--- src/sv/fwn_pkg.sv ---
`default_nettype none
// ----------------------------------------------------------------------------
// fwn_pkg
// Shared types and constants of the framed word FIFO network interface.
// ----------------------------------------------------------------------------
package fwn_pkg;

   // Fixed header layout: magic in bits 63..48, version in bits 47..32.
   localparam logic [15:0] HdrMagic   = 16'h534e;
   localparam logic [15:0] HdrVersion = 16'h0001;

   // The incoming byte count saturates here.
   localparam logic [11:0] CountCap = 12'hfff;

   localparam logic [3:0] AccessBytes = 4'd8;

   // Request type codes on the input channel.
   localparam logic [1:0] ReqWrite = 2'd0;
   localparam logic [1:0] ReqRead  = 2'd1;
   localparam logic [1:0] ReqRxByte = 2'd2;

   typedef enum logic [2:0] {
      KIND_NOP,
      KIND_BAD_WRITE,
      KIND_WRITE,
      KIND_READ,
      KIND_RX
   } kind_type;

   // One classified request as it travels from the front to the back.
   typedef struct packed {
      kind_type    kind;
      logic        hdr_ok;
      logic        wd_nonzero;
      logic [63:0] write_data;
      logic [7:0]  rx_byte;
      logic        rx_last;
   } item_type;

endpackage
`default_nettype wire

--- src/sv/fwn_front.sv ---
`default_nettype none
// ----------------------------------------------------------------------------
// fwn_front
// Accepts request beats, classifies them and holds them in a two-entry queue
// until the back end has carried them out.
// ----------------------------------------------------------------------------
module fwn_front import fwn_pkg::*; #(
   parameter int MAX_FRAME_BYTES = 1518,
   parameter int MIN_FRAME_BYTES = 14
) (
   input  wire logic        clock,
   input  wire logic        reset,
   input  wire logic        req_valid,
   output logic             req_ready,
   input  wire logic [1:0]  req_type,
   input  wire logic [3:0]  req_access_size,
   input  wire logic [2:0]  req_offset,
   input  wire logic [63:0] req_write_data,
   input  wire logic [7:0]  req_rx_byte,
   input  wire logic        req_rx_last,
   output logic             item_valid,
   output item_type         item,
   input  wire logic        item_pop
);

   localparam logic [31:0] MinLen = 32'(MIN_FRAME_BYTES);
   localparam logic [31:0] MaxLen = 32'(MAX_FRAME_BYTES);

   item_type   q_ff [2];
   logic       wr_ptr_ff, wr_ptr_in;
   logic       rd_ptr_ff, rd_ptr_in;
   logic [1:0] count_ff, count_in;
   item_type   cls;
   logic       access_ok;
   logic       push;

   always_comb begin
      access_ok      = (req_access_size == AccessBytes) && (req_offset == 3'd0);
      cls.hdr_ok     = (req_write_data[63:48] == HdrMagic) &&
                       (req_write_data[47:32] == HdrVersion) &&
                       (req_write_data[31:0] >= MinLen) &&
                       (req_write_data[31:0] <= MaxLen);
      cls.wd_nonzero = (req_write_data != 64'd0);
      cls.write_data = req_write_data;
      cls.rx_byte    = req_rx_byte;
      cls.rx_last    = req_rx_last;
      case (req_type)
         ReqWrite:  cls.kind = access_ok ? KIND_WRITE : KIND_BAD_WRITE;
         ReqRead:   cls.kind = access_ok ? KIND_READ : KIND_NOP;
         ReqRxByte: cls.kind = KIND_RX;
         default:   cls.kind = KIND_NOP;
      endcase
   end

   assign req_ready  = (count_ff != 2'd2);
   assign push       = req_valid && req_ready;
   assign item_valid = (count_ff != 2'd0);
   assign item       = q_ff[rd_ptr_ff];

   always_comb begin
      wr_ptr_in = push ? ~wr_ptr_ff : wr_ptr_ff;
      rd_ptr_in = item_pop ? ~rd_ptr_ff : rd_ptr_ff;
      count_in  = count_ff + 2'(push) - 2'(item_pop);
   end

   always_ff @(posedge clock) begin
      if (reset) begin
         wr_ptr_ff <= 1'b0;
         rd_ptr_ff <= 1'b0;
         count_ff  <= 2'd0;
      end else begin
         wr_ptr_ff <= wr_ptr_in;
         rd_ptr_ff <= rd_ptr_in;
         count_ff  <= count_in;
      end
   end

   always_ff @(posedge clock) begin
      if (push) begin
         q_ff[wr_ptr_ff] <= cls;
      end
   end

   a_count_bound: assert property (@(posedge clock) disable iff (reset)
      count_ff <= 2'd2)
      else $error("queue count exceeds its depth");

   a_pop_nonempty: assert property (@(posedge clock) disable iff (reset)
      item_pop |-> item_valid)
      else $error("queue popped while empty");

   a_push_grows: assert property (@(posedge clock) disable iff (reset)
      (push && !item_pop) |=> count_ff == $past(count_ff) + 2'd1)
      else $error("queue count did not follow a push");

endmodule
`default_nettype wire

--- config.mk ---
export PLATFORM = sky130hd
export DESIGN_NAME = fwn_front
export DESIGN_NICKNAME = d
export VERILOG_FILES = /design/src/sv/fwn_pkg.sv /design/src/sv/fwn_front.sv
export SDC_FILE = /design/constraint.sdc
export NUM_CORES = 1
export LEC_CHECK = 0
export ABC_AREA = 1
export CAP_MARGIN = 20
export CORE_ASPECT_RATIO = 1.1
export CORE_MARGIN = 2
export CORE_UTILIZATION = 57
export CTS_CLUSTER_DIAMETER = 40
export CTS_CLUSTER_SIZE = 24
export DETAILED_ROUTE_END_ITERATION = 6
export DONT_BUFFER_PORTS = 1
export PLACE_DENSITY_LB_ADDON = 0.3
export SLEW_MARGIN = 20
export SYNTH_ARGS = -nofsm -noshare
export SYNTH_HDL_FRONTEND = slang
export SYNTH_SLANG_ARGS = --single-unit
export TNS_END_PERCENT = 20
--- constraint.sdc ---
create_clock -name clock -period 4.2 [get_ports clock]
set_clock_uncertainty 0.2 [all_clocks]
set_input_delay 0.42 -clock clock [delete_from_list [all_inputs] [get_ports clock]]
set_output_delay 0.42 -clock clock [all_outputs]
set_load 0.05 [all_outputs]
After elaboration in Yosys (flattened, before gate mapping)
Memories as Yosys holds them, arrays and structs flattened. A register that Yosys moved wholly into a read port is not among the register bits.
Index checks and enable logic that the tools add are counted.
- flip-flop bits (word level): 4
- memory bits (writable): 156
- input bits: 86
- output and inout bits: 80
- word-level logic and storage cells: 32
- memories kept: 1
- $add $sub $neg: 2
- magnitude comparators: 2
- equality and inequality tests: 6
- multiplexer cells: 7
- bitwise gates (word level): 2
- reduce and logical (&&, ||, !) cells: 9
- memory list (name ; words ; bits a word ; read ports ; clocked after memory_dff ; wr ports ; line ; RTL):
    q_ff ; 2 ; 78 ; 1 ; 1 ; 1 ; fwn_front.sv:29 ; item_type q_ff [2];
- operator list (kind ; count):
    $reduce_bool A64 Y1 ; 1
    $ge A32 B4 Y1 const B ; 1
    $le A32 B11 Y1 const B ; 1
    $eq A16 B1 Y1 const B ; 1
    $eq A16 B15 Y1 const B ; 1
    $pmux W3 S3 ; 1
    $logic_and A1 B1 Y1 ; 5
    $eq A4 B4 Y1 const B ; 1
    $mux W1 ; 4
    $mux W2 ; 2
    $logic_not A3 Y1 ; 1
    $add A2 B1 Y2 ; 1
    $eq A2 B1 Y1 const B ; 1
    $eq A2 B2 Y1 const B ; 1
    $logic_not A2 Y1 ; 1
    $ne A2 B2 Y1 const B ; 1
    $not A1 Y1 ; 2
    $reduce_bool A2 Y1 ; 1
    $sub A2 B1 Y2 ; 1

Longest topological paths before layout
Gate-level depths: netlist of run 1.
- word-level depth: 4
- gate-level depth with buffers: 9
- gate-level depth less buffers: 9

Worst setup path before layout of run 1
Ideal clock, no wire load.
- path kind: register to register
- start: register count_ff[0]
- end: memory q_ff[1][0] (netlist bit), enable pin
- library setup time: 0.517 ns
- arrival: 4.211 ns
- data required time: 3.483 ns
- setup slack: -0.727 ns
- cell stages (with the launch flop): 5
- buffers on the path: 0
- period minus slack after synthesis: 4.927 ns
- cell sequence: dfxtp_1 -> inv_1 -> nand2_1 -> nand2_1 -> nor2_1
- longest elaborated chain between the ends: 4
- RTL lines (what ; line ; RTL):
    start: declaration ; fwn_front.sv:32 ; logic [1:0] count_ff, count_in;
    start signal: assignment ; fwn_front.sv:74 ; count_ff <= count_in;
    $ne A2 B2 Y1 ; fwn_front.sv:55 ; assign req_ready = (count_ff != 2'd2);
    via req_ready ; fwn_front.sv:14 ; output logic req_ready,
    $logic_and A1 B1 Y1 ; fwn_front.sv:56 ; assign push = req_valid && req_ready;
    $mux W1 ; fwn_front.sv:79 ; if (push) begin
    $mux W1 (implied by the code) ; fwn_front.sv:80 ; q_ff[wr_ptr_ff] <= cls;
    end: declaration ; fwn_front.sv:29 ;
The timed path passes the listed nets, and every way through them passes these cells.

==> results of run 1 <==
## cell usage in the layout, fill, tap and decap left out
master         count
clkinvlp_4         1
dfxtp_1            4
nor3_1             3
buf_4              4
xnor2_1            2
nand4_1            6
o21ai_0            2
and3_1             1
nor2_1            77
buf_12             1
edfxtp_1         156
nand2_1           34
ha_1               2
dfxtp_4            1
mux2_4            20
a21oi_1            3
nor3b_1            1
inv_6              2
mux2_2            58
nor2_4             2
nand3_1           11
dlygate4sd3_1     76
clkinv_1           1
bufinv_16          3
inv_1             22
clkinv_4           3
clkinv_2           3
clkbuf_1           2
clkbuf_16         17
## final timing paths
kind / from / endpoint / slack (ps)
setup / recovery: register / item[42] / 1600
hold / removal: req_type[0] / q_ff[0][77]$_DFFE_PP_ / 20
setup reg to reg: count_ff[0]$_SDFF_PP0_ / count_ff[1]$_SDFF_PP0_ / 1840
hold reg to reg: rd_ptr_ff$_SDFFE_PP0P_ / rd_ptr_ff$_SDFFE_PP0P_ / 330
## final cells by class
| type | instances | share of cell area [%] |
|---|---|---|
| Inverter | 22 | 1.03 |
| Sequential cell | 161 | 59.6 |
| Multi-Input combinational cell | 222 | 19.7 |
| Tap cell | 147 | 2.29 |
| Clock buffer | 19 | 5.38 |
| Timing Repair Buffer | 81 | 10.1 |
| Clock inverter | 13 | 1.99 |
## routing by layer
metal | up-vias | track usage, % | part of all wire (%)
met5 | - | 0 | 0
met4 | 0 | 7.19 | 1.0
met3 | 12 | 7.42 | 8.9
met2 | 182 | 38.0 | 53
met1 | 1710 | 25.8 | 37
li1 | 1684 | - | -
## worst max-delay path, delay by kind of cell, from the launching register on
family                 cells  cell delay (ps)
DFF                        1              730
muxes                      1              500
buffers and inverters      1              320
## logic make-up (layout without fill, tap and decap cells)
| group | count (synthesis) | count (layout) | synth area share, % |
|---|---|---|---|
| buffers and inverters | 31 | 135 | 2.35 |
| flip-flops | 161 | 161 | 73.6 |
| multiplexers | 78 | 78 | 14.7 |
| adder cells (fa/ha/maj) | 2 | 2 | 0.385 |
| AO/OA/AOI/OAI | 5 | 5 | 0.385 |
| AND/OR/NAND/NOR | 135 | 135 | 8.39 |
| XOR/XNOR | 2 | 2 | 0.269 |
## sequential cells by signal (all words and copies together), names as in the netlist, named ones only
| signal | count |
|---|---|
| rd_ptr_ff | 1 |
| q_ff | 156 |
| count_ff | 2 |
| wr_ptr_ff | 1 |
## power by group
part           switching, mW  leakage, nW  total, mW  internal [mW]
sequential            0.0562         1.49       2.00           1.94
clock                  0.586        0.289       1.52          0.936
combinational          0.607         1.05      0.818          0.211
## stage by stage
stage          hold slack (ps)  power (mW)
6_report                  17.4        4.34
5_1_grt                   4.39        4.47
4_1_cts                   1.32        4.36
3_5_place_dp               287        2.78
3_3_place_gp               285        2.77
2_1_floorplan              280        2.71
==> impl_metrics.yaml, run 1 <==
floorplan:
  core_area_um2: 11000
  dieArea_um2: 12300
  ioPinCount: 166
  die-width_um: 106
  core.rowCount: 40
  start_util_pct: 59.1
  die_h_um: 116
detailed_routing:
  routed-via-count: 3588
  firstDrtPassIters: 6
  drt_iter0_drc: 225
  routed_wl_um: 13000
  routedWlPerCell_um: 19.6
  via_per_inst: 5.40
  route.detailed.drc: 0
  postRouteAntennaNets: 0
placed_design:
  dp.cells: 556
  placed_cell_area_um2: 6670
  globalplace.congestion: 0.785
  pre_cts_slack_ps: 1860
  io_buffers: 0
  dp_hpwl_um: 7700
sta:
  slew_viol_final: 0
  hold_viol: 0
  setup_viol: 0
  worst_pin_slew_ps: 596
  period_needed_ps: 2600
  tns_ps: 0
  fin_crit_sh_pct: 61.9
  timing.final.ws_setup_ps: 1600
  rsz0062_at_grt: "no"
  maxSlewHeadroom_pct: 60.3
  max_freq_ghz: 0.385
cells_and_area:
  multi_input_area_um2: 1580
  area_growth_pct: 23.6
  regArea_um2: 4790
  n_antenna_cell: 0
  final_area_um2: 8040
  fillers: 703
  finalNetCount: 593
  layout-drive-gt1-share_pct: 22.2
  layoutNonFillerInstCount: 665
  final_util_pct: 73.0
synthesis:
  synth_edf_count: 156
  synth_top_area_cell: "edfxtp_1"
  syn_avg_cell_area_um2: 15.7
  synth_seq_cells: 161
  synth_fp_nets: 502
  synthesis.instances: 414
  yosys-top-cells-count: "edfxtp_1, nor2_1, mux2_2"
  async_reset_ff_share_pct: 0
  synth_top_cell_area_share_pct: 72.0
  seq_area_frac_synth_pct: 73.6
  post_synth_num_cell_types: 18
  synth_area_leaders: "edfxtp_1, mux2_2, mux2_4"
  syn-cell-area_um2: 6500
  synth.most_common_cell: "edfxtp_1"
  synth_warnings: 0
  synth_top_flop_cell: "edfxtp_1"
critical_path:
  r2r_cells: 9
  path_class: "reg -> out"
  critPathRequiredTime_ps: 3580
  critical-path-max-stage-delay_ps: 730
  crit_path_max_fanout: 45
  crit_chain: "buf_12 -> mux2_2"
  arrival_ps: 1980
  start_kind: "register"
  slowest_stage: "dfxtp_4"
  endpoint_kind: "primary output"
hold_path:
  hp-class: "in -> reg"
  hold_depth: 1
global_routing:
  track_usage_pct: 21.8
  grt_pass1_vias: 3849
  grt_max_degree: 79
  gr-total-overflow: 0
  grt_pass1_wl_um: 19800
  antenna_found_initial: 0
clock_network:
  clk_pin_slew_ps: 60
  post_cts_buffers: 0
  clock_latency_ps: 400
  clk_path_buf_depth: 2
  cts_tree: "yes"
  cts_resized: 0
  cts_buffers: 17
  cts_sinks: 161
  cts-root-buf: "clkbuf_16"
  hold_buffers: 76
  cts_max_level: 4
pwr:
  ir_drop_mv: 0.354
  leakage_nw: 2.83
  power.density_nw_per_um2: 540
outcome:
  outcome: "finished clean"
job:
  maxCapViolCount: 0
Note: power is estimated with default switching activity, not from simulation.
==> run 2, diff against run 1 <==
--- a/config.mk
+++ b/config.mk
@@ -9,7 +9,7 @@
 export CAP_MARGIN = 20
 export CORE_ASPECT_RATIO = 1.1
 export CORE_MARGIN = 2
-export CORE_UTILIZATION = 57
+export CORE_UTILIZATION = 63
 export CTS_CLUSTER_DIAMETER = 40
 export CTS_CLUSTER_SIZE = 24
 export DETAILED_ROUTE_END_ITERATION = 6
==> constraint.sdc (replaced) <==
create_clock -name clock -period 2.7 [get_ports clock]
set_clock_uncertainty 0.2 [all_clocks]
set_input_delay 0.27 -clock clock [delete_from_list [all_inputs] [get_ports clock]]
set_output_delay 0.27 -clock clock [all_outputs]
set_load 0.05 [all_outputs]
==> run 2 against run 1 <==
Final cell count fell by 2.9%. Clock power rose by 61%. Global-route usage rose by 4.2 points. Via count rose by 3.9%. Sequential power rose by 55%. Worst setup slack got worse by 1400 ps. Clock-buffer cell count fell by 1. Die area fell by 9.2%. Non-clock buffer count rose by 8. Core utilization rose by 8.6 points. Wire length rose by 6.0%. Cell area rose by 0.89%. Critical endpoint is now item[41]. Largest cell class unchanged. Largest power group unchanged. Highest routed layer unchanged.
==> impl_metrics.yaml, run 2 (same netlist as run 1, synthesis figures left out) <==
sta:
  slew_viol_final: 0
  period_needed_ps: 2480
  hold_viol: 0
  rsz0062_at_grt: "no"
  setup_viol: 0
  maxSlewHeadroom_pct: 64.8
  max_freq_ghz: 0.403
  worst_pin_slew_ps: 529
  tns_ps: 0
  fin_crit_sh_pct: 91.9
detailed_routing:
  drt_iter0_drc: 155
  postRouteAntennaNets: 0
  routed-via-count: 3728
  route.detailed.drc: 0
  routed_wl_um: 13800
  firstDrtPassIters: 5
  routedWlPerCell_um: 21.4
  via_per_inst: 5.77
outcome:
  outcome: "finished clean"
clock_network:
  cts_buffers: 17
  cts_resized: 0
  cts_tree: "yes"
  clk_path_buf_depth: 2
  clk_pin_slew_ps: 70
  clock_latency_ps: 530
  cts_max_level: 4
  cts_sinks: 161
  post_cts_buffers: 0
  cts-root-buf: "clkbuf_8"
cells_and_area:
  fillers: 496
  regArea_um2: 4790
  n_antenna_cell: 0
  final_area_um2: 8110
  largest_reg_flops: 156
  layout-drive-gt1-share_pct: 22.2
  mostFrequentLayoutCells: "edfxtp_1, dlygate4sd3_1, nor2_1"
  area_growth_pct: 24.7
  finalNetCount: 601
  final_common_cell: "edfxtp_1"
  largest_register: "q_ff"
  multi_input_area_um2: 1580
  top_regs: "q_ff x156, count_ff x2"
critical_path:
  endpoint_kind: "primary output"
  crit_path_max_fanout: 27
  regToRegSetupSlack_ps: 530
  path_class: "reg -> out"
  start_kind: "register"
  arrival_ps: 2010
  critPathRequiredTime_ps: 2230
global_routing:
  grt_pass1_vias: 4000
  grt_pass1_wl_um: 21300
  grt_max_degree: 79
  antenna_found_initial: 0
  gr-total-overflow: 0
  track_usage_pct: 26.0
placed_design:
  globalplace.congestion: 0.757
  io_buffers: 0
  placed_cell_area_um2: 6680
  dp_hpwl_um: 7610
floorplan:
  start_util_pct: 65.4
  die_h_um: 111
  ioPinCount: 166
  dieArea_um2: 11200
  core_area_um2: 9940
  core.rowCount: 38
  die-width_um: 101
pwr:
  ir_drop_mv: 0.650
  p_total_mw: 6.87
  power.density_nw_per_um2: 847
  leakage_nw: 2.87
hold_path:
  hp-class: "in -> reg"
job:
  maxCapViolCount: 0
==> run 2: changes by cell type in the layout (fill, tap and decap cells not counted), sizes merged <==
cell	change
dlygate4sd3	+7
buf	+1
bufinv	+1
clkbuf	-1
clkinv	-1
clkinvlp	+1
==> run 2: worst paths after layout <==
kind / cells after the start / endpoint / start
max reg2reg: 9 / count_ff[1]$_SDFF_PP0_ / count_ff[0]$_SDFF_PP0_
min: 6 / q_ff[1][74]$_DFFE_PP_ / req_write_data[49]
max: 2 / item[41] / register
min reg2reg: 2 / rd_ptr_ff$_SDFFE_PP0P_ / rd_ptr_ff$_SDFFE_PP0P_
==> run 2: report_power, final <==
part / switching, mW / internal [mW]
Sequential: 0.0805 / 3.02
Combinational: 0.988 / 0.340
Clock: 0.944 / 1.50
==> run 2: area by class of cell <==
cell class	count	area share, %
Timing Repair Buffer	89	11.1
Multi-Input combinational cell	222	19.5
Tap cell	120	1.85
Sequential cell	161	59.0
Clock buffer	18	5.15
Clock inverter	14	2.31
Inverter	22	1.02
==> run 2: metrics by stage <==
step	hold slack [ps]	utilization [%]	setup slack (ps)	cells
floorplan	141	-	52.1	414
finish	15.5	81.6	220	646
global placement	138	67.2	682	531
detailed placement	137	67.2	553	531
CTS	0.651	81.6	198	646
global route	62.7	81.6	133	646
==> run 2: worst max-delay path, stage by stage (launching register included) <==
cell	delay (ps)
dfxtp_4	630
buf_4	330
mux2_2	500
==> run 2: what timing repair did <==
action / CTS / global route
setup endpoints to repair: 0 / 0
hold endpoints to repair: 161 / 0
hold buffers: 83 / 0
==> run 2: routing by layer <==
layer	global-route usage, %	vias up	wire length (um)
met5	0	-	0
met4	8.40	0	218
met3	10.6	23	1270
met2	44.8	177	7370
met1	29.2	1823	4980
li1	-	1705	-
==> run 3, diff against run 2 <==
--- a/config.mk
+++ b/config.mk
@@ -10,6 +10,7 @@
 export CORE_ASPECT_RATIO = 1.1
 export CORE_MARGIN = 2
 export CORE_UTILIZATION = 63
+export CTS_BUF_LIST = sky130_fd_sc_hd__clkbuf_2 sky130_fd_sc_hd__clkbuf_4 sky130_fd_sc_hd__clkbuf_8
 export CTS_CLUSTER_DIAMETER = 40
 export CTS_CLUSTER_SIZE = 24
 export DETAILED_ROUTE_END_ITERATION = 6
==> run 3 against run 2 <==
Worst hold slack better by 2.6 ps. Sequential power is essentially flat. Non-clock buffer count unchanged. Die area did not move. Combinational power is essentially flat.
==> impl_metrics.yaml, run 3 (same netlist as run 1, synthesis figures left out) <==
outcome:
  outcome: "finished clean"
global_routing:
  track_usage_pct: 25.0
  grt_pass1_wl_um: 20600
  grt_pass1_vias: 4039
  gr-total-overflow: 0
  grt_max_degree: 79
  antenna_found_initial: 0
cells_and_area:
  final_area_um2: 7940
  area_growth_pct: 22.0
  final_util_pct: 79.9
  mostFrequentLayoutCells: "edfxtp_1, dlygate4sd3_1, nor2_1"
  top_regs: "q_ff x156, count_ff x2"
  n_antenna_cell: 0
  multi_input_area_um2: 1580
  regArea_um2: 4790
  fillers: 506
  layout-drive-gt1-share_pct: 22.4
  largest_register: "q_ff"
  finalNetCount: 601
  final_common_cell: "edfxtp_1"
  largest_reg_flops: 156
critical_path:
  path_class: "reg -> out"
  endpoint_kind: "primary output"
  start_kind: "register"
  crit_path_max_fanout: 27
  critPathRequiredTime_ps: 2230
  arrival_ps: 1940
clock_network:
  cts_buffers: 17
  clock_latency_ps: 450
  cts-root-buf: "clkbuf_8"
  cts_sinks: 161
  post_cts_buffers: 0
  cts_tree: "yes"
  clk_pin_slew_ps: 90
  clk_path_buf_depth: 2
  cts_resized: 0
  cts_max_level: 4
sta:
  fin_crit_sh_pct: 89.3
  worst_pin_slew_ps: 534
  tns_ps: 0
  setup_viol: 0
  rsz0062_at_grt: "no"
  max_freq_ghz: 0.415
  hold_viol: 0
  maxSlewHeadroom_pct: 64.4
  slew_viol_final: 0
  timing.hold.ws_ps: 18.0
  period_needed_ps: 2410
pwr:
  power.density_nw_per_um2: 793
  p_clk_share_pct: 29.9
  seqPwrFrac_pct: 49.2
  swShare_pct: 30.5
  ir_drop_mv: 0.497
  p_total_mw: 6.29
  leakage_nw: 2.79
  p_int_mw: 4.37
  p_switching_mw: 1.92
  power_frac_comb_pct: 20.9
floorplan:
  core_area_um2: 9940
  die-width_um: 101
  ioPinCount: 166
  core.rowCount: 38
  die_h_um: 111
  dieArea_um2: 11200
  start_util_pct: 65.4
hold_path:
  hp-class: "in -> reg"
placed_design:
  globalplace.congestion: 0.757
  io_buffers: 0
  placed_cell_area_um2: 6680
  dp_hpwl_um: 7610
detailed_routing:
  firstDrtPassIters: 4
  postRouteAntennaNets: 0
  route.detailed.drc: 0
  routed-via-count: 3665
  routed_wl_um: 13200
  drt_iter0_drc: 176
  via_per_inst: 5.67
  routedWlPerCell_um: 20.5
job:
  maxCapViolCount: 0
-- run 3: cell counts in the layout (fill, tap and decap cells not counted) --
No cell type changed its count.
-- run 3: worst max-delay path: stages, from the launching register on --
cell	delay [ps]
dfxtp_4	640
buf_4	330
mux2_2	500
-- run 3: routing by layer --
layer / track usage (%) / wire, um / share of wire, %
met1: 28.2 / 4690 / 35
met2: 42.3 / 6950 / 52
met3: 9.56 / 1320 / 9.9
met4: 9.68 / 287 / 2.2
met5: 0 / 0 / 0
-- run 3: worst paths after layout --
path | endpoint | depth (start not counted) | start | slack [ps]
worst max-delay path | item[41] | 2 | register | 290
worst min-delay path | q_ff[1][74]$_DFFE_PP_ | 5 | req_write_data[53] | 20
worst min register to register | rd_ptr_ff$_SDFFE_PP0P_ | 2 | rd_ptr_ff$_SDFFE_PP0P_ | 340
worst max register to register | count_ff[1]$_SDFF_PP0_ | 9 | count_ff[0]$_SDFF_PP0_ | 530
-- run 3: power groups by stage --
stage	Clock [mW]	Sequential, mW	Combinational [mW]
global placement	0	3.13	1.18
global route	1.99	3.12	1.37
detailed placement	0	3.15	1.19
CTS	1.89	3.09	1.32
floorplan	0	3.12	1.09
finish	1.88	3.10	1.32
-- run 3: final cells by class --
type	instances	area share, %
multi-input cells	222	20.0
clock buffers	18	3.04
inverters	22	1.04
repair buffers	89	11.4
well taps	120	1.89
clock inverters	14	2.37
flip-flops and latches	161	60.3
-- run 3: metrics by stage --
step	setup slack, ps	instances
global placement	682	531
detailed placement	553	531
finish	288	646
global route	211	646
CTS	269	646
floorplan	52.1	414
-- run 3: what timing repair did --
item | CTS | global route
endpoints found under the hold margin | 159 | 0
hold buffers | 83 | 0
setup endpoints to repair | 0 | 0
